[src/rtl/bf7z_pkg.sv]
`timescale 1ns / 1ps
// ----------------------------------------------------------------------------
// bf7z_pkg
// Shared types and constants of the 7x7 zero-border box filter.
// ----------------------------------------------------------------------------
package bf7z_pkg;

    localparam int PIX_W       = 8;
    localparam int ROW_W       = 12;
    localparam int CFG_COLS_W  = 10;
    localparam int CFG_DATA_W  = 12;
    localparam int CFG_IDX_W   = 1;

    localparam int KSIZE       = 7;
    localparam int HIST        = 6;
    localparam int HALF        = 3;

    localparam int COLSUM_W    = 11;
    localparam int SUM_W       = 14;
    localparam int ROUND_ADD   = 24;
    localparam int RECIP       = 21400;
    localparam int RECIP_SHIFT = 20;
    localparam int RECIP_W     = 15;
    localparam int PROD_W      = SUM_W + RECIP_W;

    localparam int ROWS_MIN    = 7;
    localparam int COLS_MIN    = 7;
    localparam int ROWS_RESET  = 512;
    localparam int COLS_RESET  = 512;

    typedef enum logic [CFG_IDX_W-1:0] {
        REG_IMAGE_ROWS = 1'b0,
        REG_IMAGE_COLS = 1'b1
    } cfg_idx_t;

    typedef struct packed {
        logic             border;
        logic             interior;
        logic [ROW_W-1:0] row;
    } item_tag_t;

endpackage

[src/rtl/bf7z_cell.sv]
`timescale 1ns / 1ps
// ----------------------------------------------------------------------------
// bf7z_cell
// One column of the 7x7 window, held as its column sum and shifted onward.
// ----------------------------------------------------------------------------
module bf7z_cell (
    input  logic                          aclk,
    input  logic                          shift_en,
    input  logic [bf7z_pkg::COLSUM_W-1:0] sum_in,
    output logic [bf7z_pkg::COLSUM_W-1:0] sum_out
);

    logic [bf7z_pkg::COLSUM_W-1:0] sum_reg;

    always_ff @(posedge aclk) begin
        if (shift_en) begin
            sum_reg <= sum_in;
        end
    end

    assign sum_out = sum_reg;

endmodule

[config.mk]
export PLATFORM = sky130hd
export DESIGN_NAME = bf7z_cell
export DESIGN_NICKNAME = d
export VERILOG_FILES = /design/src/rtl/bf7z_pkg.sv /design/src/rtl/bf7z_cell.sv
export SDC_FILE = /design/constraint.sdc
export NUM_CORES = 1
export LEC_CHECK = 0
export BUFFER_PORTS_ARGS = -buffer_cell sky130_fd_sc_hd__buf_2
export CAP_MARGIN = 30
export CORE_MARGIN = 3
export CORE_UTILIZATION = 25
export CTS_BUF_LIST = sky130_fd_sc_hd__clkbuf_4
export CTS_CLUSTER_DIAMETER = 60
export DETAILED_ROUTE_END_ITERATION = 8
export PLACE_DENSITY = 0.65
export REMOVE_ABC_BUFFERS = 1
export SKIP_CTS_REPAIR_TIMING = 1
export SLEW_MARGIN = 40
export SYNTH_ARGS = -nofsm -noshare
export SYNTH_HDL_FRONTEND = slang
export SYNTH_SLANG_ARGS = --single-unit
[constraint.sdc]
create_clock -name aclk -period 0.8 [get_ports aclk]
set_input_delay 0.08 -clock aclk [delete_from_list [all_inputs] [get_ports aclk]]
set_output_delay 0.08 -clock aclk [all_outputs]
set_load 0.05 [all_outputs]
==> Word level (Yosys, flattened, before mapping) <==
Cells that the tools add are included.
{ "totals": {"register_bits": 11, "latch_bits": 0, "ramBits": 0, "rom_bits": 0, "input_bits": 13, "output_inout_bits": 11, "elab_cells": 1, "n_memories": 0} }
{ "classes": {"addsub": 0, "mul": 0, "div": 0, "magnitude_cmp": 0, "n_eq_ne": 0, "shifts": 0, "muxes": 0, "bitwise": 0, "reduce_logical": 0} }

==> Depth between registers and ports, before layout <==
Gate-level depths: netlist (run 1).
{ "depth": {"depth_word": 0, "depth_mapped": 0, "depth_no_buf": 0} }

==> Least setup slack after synthesis (run 1) <==
Ideal clock, no wire load.
{ "synth_timing": {"path_kind": "reg2out", "from": "reg sum_reg (netlist bit sum_out[0])", "to": "out sum_out[0] (netlist name)", "arrival_ns": 0.601, "required_ns": 0.720, "slack_ns": 0.119, "stages_incl_launch_ff": 1, "path_buffers": 0, "path_cell_list": "edfxtp_1"} }
{ "synth_lines": {"columns": ["element", "line_no", "rtl"], "rows": [
  ["from (decl)", "bf7z_cell.sv:13", "logic [bf7z_pkg::COLSUM_W-1:0] sum_reg;"],
  ["from (signal assigned)", "bf7z_cell.sv:17", "sum_reg <= sum_in;"],
  ["to (decl)", "bf7z_cell.sv:10", "output logic [bf7z_pkg::COLSUM_W-1:0] sum_out"]
]} }
No word-level cell between the ends.

==> Worst setup path after layout (run 1) <==
{ "layout_timing": {"from": "reg sum_reg (netlist bit sum_out[10])", "to": "out sum_out[10] (netlist name)"} }
No word-level cell between the ends.

==> impl_metrics.ini, run 1 <==
[outcome]
status = complete, but fails checks
violations = setup timing

[synthesis]
synth_area_leaders = edfxtp_1 (100%)
ys_types = 1
yosys.area.top_type = edfxtp_1
synth_cells = 11
synth-seq-cells = 11
ys_warn_count = 0
syn-cell-area_um2 = 330
yosys.area.top_type_share = 1.00
avgSynthCellArea_um2 = 30.0
yosysSeqAreaShare = 1.00

[power]
max-vdd-ir-drop_uv = 1160
p_per_area_nw_per_um2 = 2120
p_leak_nw = 0.286
total_power_mw = 1.43

[sta]
fmax_mhz = 1100
setup_slack_ns = -0.113
relSlewSlack = 0.847
post-route-period-util = 1.14
slew_violations = 0
finalCriticalPeriod_ns = 0.913
hold_viol = 0
setup_violations = 11
rsz0062_at_grt = yes
hold_slack_ns = 0.190
setup_tns_ns = -0.948
worst_slew_pin_slew_ns = 0.229

[route]
drc = 0
ant_nets = 0
firstDrtPassIters = 1
drt_iter0_drc = 0
vias_per_cell = 3.81
drt-total-wl_um = 722
routedWlPerCell_um = 11.5
num_vias = 240

[floorplan]
initial_core_util = 0.282
die_w_um = 42.4
fp.dieH_um = 42.4
dieArea_um2 = 1790
num_rows = 12
core_um2 = 1170
ios = 24

[min_path]
min_to = sum_out[10]
hold_path.class = in2reg
holdPathStages = 1
min-delay-start = shift_en

[setup_path]
worstPathArrival_ns = 0.83
start_kind = flip-flop
crit_family = flip-flops
crit_buf_inv = 1
slowest_delay_ns = 0.40
required_ns = 0.72
cp_max_fo = 1
slowest_stage = edfxtp_1
crit_type = reg2out
critPathCaptureType = output port
path_cells = buf_6

[final_layout]
final_common_cell = buf_2
mostFrequentLayoutCells = buf_2 (12), dlygate4sd3_1 (11), buf_6 (11), edfxtp_1 (11), clkbuf_4 (4)
synthToLayoutAreaGrowth_pct = 103
multi_input_gates = 0
drive_above_1_share = 0.551
antenna_cells = 0
nets = 63
fill_cells = 101
multi_input_area_um2 = 0
largest_reg_flops = 11

[clock_tree]
cts_made_buffers = 3
path_clk_slew_ns = 0.07
clkSinkCount = 11
clockBufferDepth = 2
cts-root-buf = clkbuf_4
cts.htree.levels = 1
cts_tree = built

[job]
maxCapViolCount = 0

[place]
place_congestion = 0.593
port_buffers = 23
place_ws_ns = 0.148

[global_routing]
grt_overflow_total = 0
antenna_found_initial = 0
grt_max_degree = 12
track_usage = 0.0677
grt_pass1_vias = 207
grt_pass1_wl_um = 862
==> cell families (layout without fill, tap and decap cells) <==
family / after synthesis / count (layout) / synth area share
buffers and inverters: 0 / 38 / 0
flip-flops: 11 / 11 / 1.00
==> per-layer routing <==
| layer | track usage | share of wire | up-vias |
|---|---|---|---|
| met5 | 0 | 0 | - |
| met4 | 0.0373 | 0 | 0 |
| met3 | 0.0343 | 0.079 | 0 |
| met2 | 0.112 | 0.63 | 12 |
| met1 | 0.0678 | 0.29 | 108 |
| li1 | - | - | 120 |
==> layout make-up <==
type / count / area [um^2] / share of cell area
flip-flops and latches: 11 / 330 / 0.492
repair buffers: 34 / 294 / 0.438
clock buffers: 4 / 30.0 / 0.0447
well taps: 14 / 17.5 / 0.0261
==> report_power, final <==
group          switching (mW)  internal, mW
Combinational           0.195         0.136
Sequential             0.0205         0.686
Clock                   0.164         0.226
Total                   0.379          1.05
==> Yosys cell counts, drive strengths merged <==
| master | n |
|---|---|
| edfxtp | 11 |
==> how the worst max path moves through the flow <==
| stage | start | endpoint | slack, ns | cells past startpoint |
|---|---|---|---|---|
| finish | sum_out[10] | sum_out[10] | -0.11 | 1 |
| floorplan | sum_out[0] | sum_out[0] | 0.12 | 0 |
| global placement | sum_out[9] | sum_out[9] | 0.16 | 1 |
| global route | sum_out[10] | sum_out[10] | -0.14 | 1 |
| CTS | sum_out[0] | sum_out[0] | -0.14 | 1 |
| detailed placement | sum_out[0] | sum_out[0] | 0.15 | 1 |
==> metrics by stage <==
step | area, um^2 | cells | utilization
after global routing | 672 | 63 | 0.574
after detailed placement | 463 | 48 | 0.395
after floorplan | 330 | 11 | -
after CTS | 493 | 52 | 0.421
after global placement | 463 | 48 | 0.395
final | 672 | 63 | 0.574
(Power assumes the default switching activity.)
==> inputs of run 2 (changes only) <==
--- a/config.mk
+++ b/config.mk
@@ -13,6 +13,7 @@
 export CTS_CLUSTER_DIAMETER = 60
 export DETAILED_ROUTE_END_ITERATION = 8
 export PLACE_DENSITY = 0.65
+export RECOVER_POWER = 100
 export REMOVE_ABC_BUFFERS = 1
 export SKIP_CTS_REPAIR_TIMING = 1
 export SLEW_MARGIN = 40
==> run 2 against run 1 <==
Effect of this change:
- the run still ends with setup timing left
- largest cell class unchanged
- count of clock-buffer cells in the layout is the same
- worst hold slack gained 0.12 ns
- total power is essentially flat
- global-route usage is the same
- sequential share of layout area grew 0.092 points
- sequential power is essentially flat
- via count is the same
- first-iteration DRC count grew 2
- critical path depth is the same
==> impl_metrics.ini, run 2 (synthesis results as in run 1) <==
[outcome]
status = complete, but fails checks
violations = setup timing

[route]
vias_per_cell = 3.81
drt_iter0_drc = 2
routedWlPerCell_um = 11.5
drc = 0
ant_nets = 0
firstDrtPassIters = 2
drt-total-wl_um = 724
num_vias = 240

[final_layout]
design_area_um2 = 671
nets = 63
synthToLayoutAreaGrowth_pct = 103
largest_reg_flops = 11
multi_input_area_um2 = 0
drive_above_1_share = 0.531
antenna_cells = 0
fill_cells = 102
multi_input_gates = 0
final_cells = 63
mostFrequentLayoutCells = dlygate4sd3_1 (11), buf_2 (11), buf_6 (11), edfxtp_1 (11), clkbuf_4 (4)

[setup_path]
crit_family = flip-flops
critPathCaptureType = output port
required_ns = 0.72
start_kind = flip-flop
crit_buf_inv = 1
crit_type = reg2out
path_cells = buf_6
worstPathArrival_ns = 0.83
slowest_stage = edfxtp_1
cp_max_fo = 1
slowest_delay_ns = 0.40
cp.depth = 1

[power]
seqPwrFrac = 0.495
max-vdd-ir-drop_uv = 1160
switching_power_uw = 379
intPower_mw = 1.05
p_sw_frac = 0.266
clkPwrFrac = 0.274
p_per_area_nw_per_um2 = 2130
p_leak_nw = 0.283
p_comb_frac = 0.231
total_power_mw = 1.43

[floorplan]
die_w_um = 42.4
core_um2 = 1170
initial_core_util = 0.282
fp.dieH_um = 42.4
num_rows = 12
ios = 24
dieArea_um2 = 1790

[sta]
hold_viol = 0
setup_violations = 11
rsz0062_at_grt = yes
setup_slack_ns = -0.114
post-route-period-util = 1.14
hold_slack_ns = 0.306
worst_slew_pin_slew_ns = 0.540
finalCriticalPeriod_ns = 0.914
relSlewSlack = 0.640
slew_violations = 0
fmax_mhz = 1090

[clock_tree]
clkSinkCount = 11
cts_made_buffers = 3
path_clk_slew_ns = 0.07
cts-root-buf = clkbuf_4
cts_tree = built
clockBufferDepth = 2
cts.htree.levels = 1

[global_routing]
grt_overflow_total = 0
grt_busiest_layer = met2
grt_max_degree = 12
grt_pass1_wl_um = 862
antenna_found_initial = 0
track_usage = 0.0677
grt_use_met2 = 0.112
met1_usage = 0.0678
grt_pass1_vias = 207
met3_usage = 0.0343

[job]
maxCapViolCount = 0

[place]
port_buffers = 23
dp_cells = 48
place_area_um2 = 463
place_congestion = 0.593

[min_path]
hold_path.class = in2reg
holdPathStages = 1
-- run 2: cell types whose count changed in the layout (fill, tap and decap cells not counted) --
cell,before,now
buf_2,12,11
clkbuf_1,0,1
-- run 2: final timing paths --
kind / from / to / slack, ns
worst min-delay path: shift_en / sum_out[10] / 0.31
worst max-delay path: sum_out[10] / sum_out[10] / -0.11
-- run 2: per-stage QoR --
| stage | setup WS [ns] | utilization | TNS [ns] |
|---|---|---|---|
| after floorplan | 0.119 | - | 0 |
| after global placement | 0.162 | 0.395 | 0 |
| after detailed placement | 0.148 | 0.395 | 0 |
| after CTS | -0.137 | 0.421 | -1.31 |
| after global routing | -0.141 | 0.573 | -1.38 |
| final | -0.114 | 0.573 | -0.954 |
-- run 2: layout make-up --
class                 count  area (um^2)  share of cell area
clock buffer              4         30.0              0.0448
timing repair buffer     34          293               0.437
tap                      14         17.5              0.0261
sequential               11          330               0.493
-- run 2: power by group through the flow --
| stage | Clock [mW] | Combinational, mW | Sequential [mW] |
|---|---|---|---|
| final | 0.391 | 0.330 | 0.707 |
| after global routing | 0.444 | 0.343 | 0.711 |
| after CTS | 0.397 | 0.239 | 0.694 |
| after detailed placement | 0 | 0.239 | 0.706 |
| after global placement | 0 | 0.237 | 0.705 |
| after floorplan | 0 | 0 | 0.870 |
-- run 2: per-layer routing --
metal,vias up,part of all wire
met1,108,0.29
met4,0,0
li1,120,-
met3,0,0.076
met5,-,0
met2,12,0.63
==> inputs of run 3 (changes only) <==
--- a/config.mk
+++ b/config.mk
@@ -5,9 +5,9 @@
 export SDC_FILE = /design/constraint.sdc
 export NUM_CORES = 1
 export LEC_CHECK = 0
+export ABC_AREA = 1
 export BUFFER_PORTS_ARGS = -buffer_cell sky130_fd_sc_hd__buf_2
 export CAP_MARGIN = 30
-export CORE_MARGIN = 3
 export CORE_UTILIZATION = 25
 export CTS_BUF_LIST = sky130_fd_sc_hd__clkbuf_4
 export CTS_CLUSTER_DIAMETER = 60
==> run 3 against run 2 <==
Effect of this change:
- the run still ends with setup timing left
- sequential share of layout area up 0.28 points
- non-clock buffer count did not move
- routed wire length down 11%
- worst hold slack improved by 0.030 ns
- die area is 18% lower
- combinational power barely moved
- largest power group unchanged
- first-iteration DRC count shrank 50%
- worst setup slack got worse by 0.0046 ns
- cell count unchanged
- flip-flop and latch count did not move
- critical endpoint is now sum_out[4]
- fmax is 0.50% lower
- critical path type unchanged
==> impl_metrics.ini, run 3 (synthesis results as in run 1) <==
[final_layout]
antenna_cells = 0
synthToLayoutAreaGrowth_pct = 102
final_util = 0.569
largest_reg_flops = 11
multi_input_gates = 0
nets = 63
design_area_um2 = 667
final_cells = 63
drive_above_1_share = 0.531
multi_input_area_um2 = 0
mostFrequentLayoutCells = dlygate4sd3_1 (11), buf_2 (11), edfxtp_1 (11)

[clock_tree]
cts_tree = built
cts-root-buf = clkbuf_4
cts_made_buffers = 3
clockBufferDepth = 2
cts.htree.levels = 1
clkSinkCount = 11
path_clk_slew_ns = 0.07

[sta]
setup_violations = 11
setup_slack_ns = -0.118
relSlewSlack = 0.598
slew_violations = 0
finalCriticalPeriod_ns = 0.918
post-route-period-util = 1.15
fmax_mhz = 1090
setup_tns_ns = -0.959
hold_slack_ns = 0.336
worst_slew_pin_slew_ns = 0.602
rsz0062_at_grt = yes
hold_viol = 0

[floorplan]
num_rows = 12
initial_core_util = 0.282
fp.dieH_um = 38.4
ios = 24
dieArea_um2 = 1470
die_w_um = 38.4
core_um2 = 1170

[setup_path]
required_ns = 0.72
crit_buf_inv = 1
path_cells = buf_6
worstPathArrival_ns = 0.84
crit_family = flip-flops
cp_max_fo = 1
start_kind = flip-flop
crit_type = reg2out
critPathCaptureType = output port
slowest_stage = edfxtp_1
slowest_delay_ns = 0.40

[global_routing]
antenna_found_initial = 0
grt_max_degree = 12
grt_pass1_vias = 198
track_usage = 0.0881
grt_overflow_total = 0
grt_pass1_wl_um = 745

[place]
dp_cells = 48
place_area_um2 = 463
port_buffers = 23
place_ws_ns = 0.139
place_congestion = 0.601

[route]
wl_met3_um = 54
wl_met1_um = 251
met2_length_um = 328
num_vias = 242
ant_nets = 0
routedWlPerCell_um = 10.2
drt_iter0_drc = 1
drt-total-wl_um = 644
vias_per_cell = 3.84
drc = 0
dr.max_layer_used = met4
firstDrtPassIters = 3

[outcome]
violations = setup timing
status = complete, but fails checks

[power]
max-vdd-ir-drop_uv = 1200
total_power_mw = 1.43
p_leak_nw = 0.282
p_per_area_nw_per_um2 = 2150

[min_path]
hold_path.class = in2reg

[job]
maxCapViolCount = 0
-- run 3: changes by cell type in the layout (fill, tap and decap cells not counted) --
cell | previous run | this run
buf_6 | 11 | 10
buf_4 | 0 | 1
-- run 3: path summary, 6_finish.rpt --
check	startpoint	to	slack [ns]	cells after the start
max	sum_out[4]	sum_out[4]	-0.12	1
min	shift_en	sum_out[7]	0.34	1
-- run 3: cell type report --
| type | instances | area, um^2 |
|---|---|---|
| flip-flops and latches | 11 | 330 |
| fillers | 100 | 504 |
| repair buffers | 34 | 289 |
| well taps | 14 | 17.5 |
| clock buffers | 4 | 30.0 |
-- run 3: power by group --
| group | total (mW) | internal (mW) | switching, mW |
|---|---|---|---|
| Combinational | 0.327 | 0.133 | 0.194 |
| Clock | 0.402 | 0.227 | 0.176 |
| Sequential | 0.704 | 0.686 | 0.0180 |
| Total | 1.43 | 1.05 | 0.388 |
-- run 3: metal layers --
| metal | global-route usage | vias up |
|---|---|---|
| li1 | - | 119 |
| met1 | 0.0802 | 106 |
| met2 | 0.123 | 15 |
| met3 | 0.0349 | 2 |
| met4 | 0.129 | 0 |
| met5 | 0 | - |
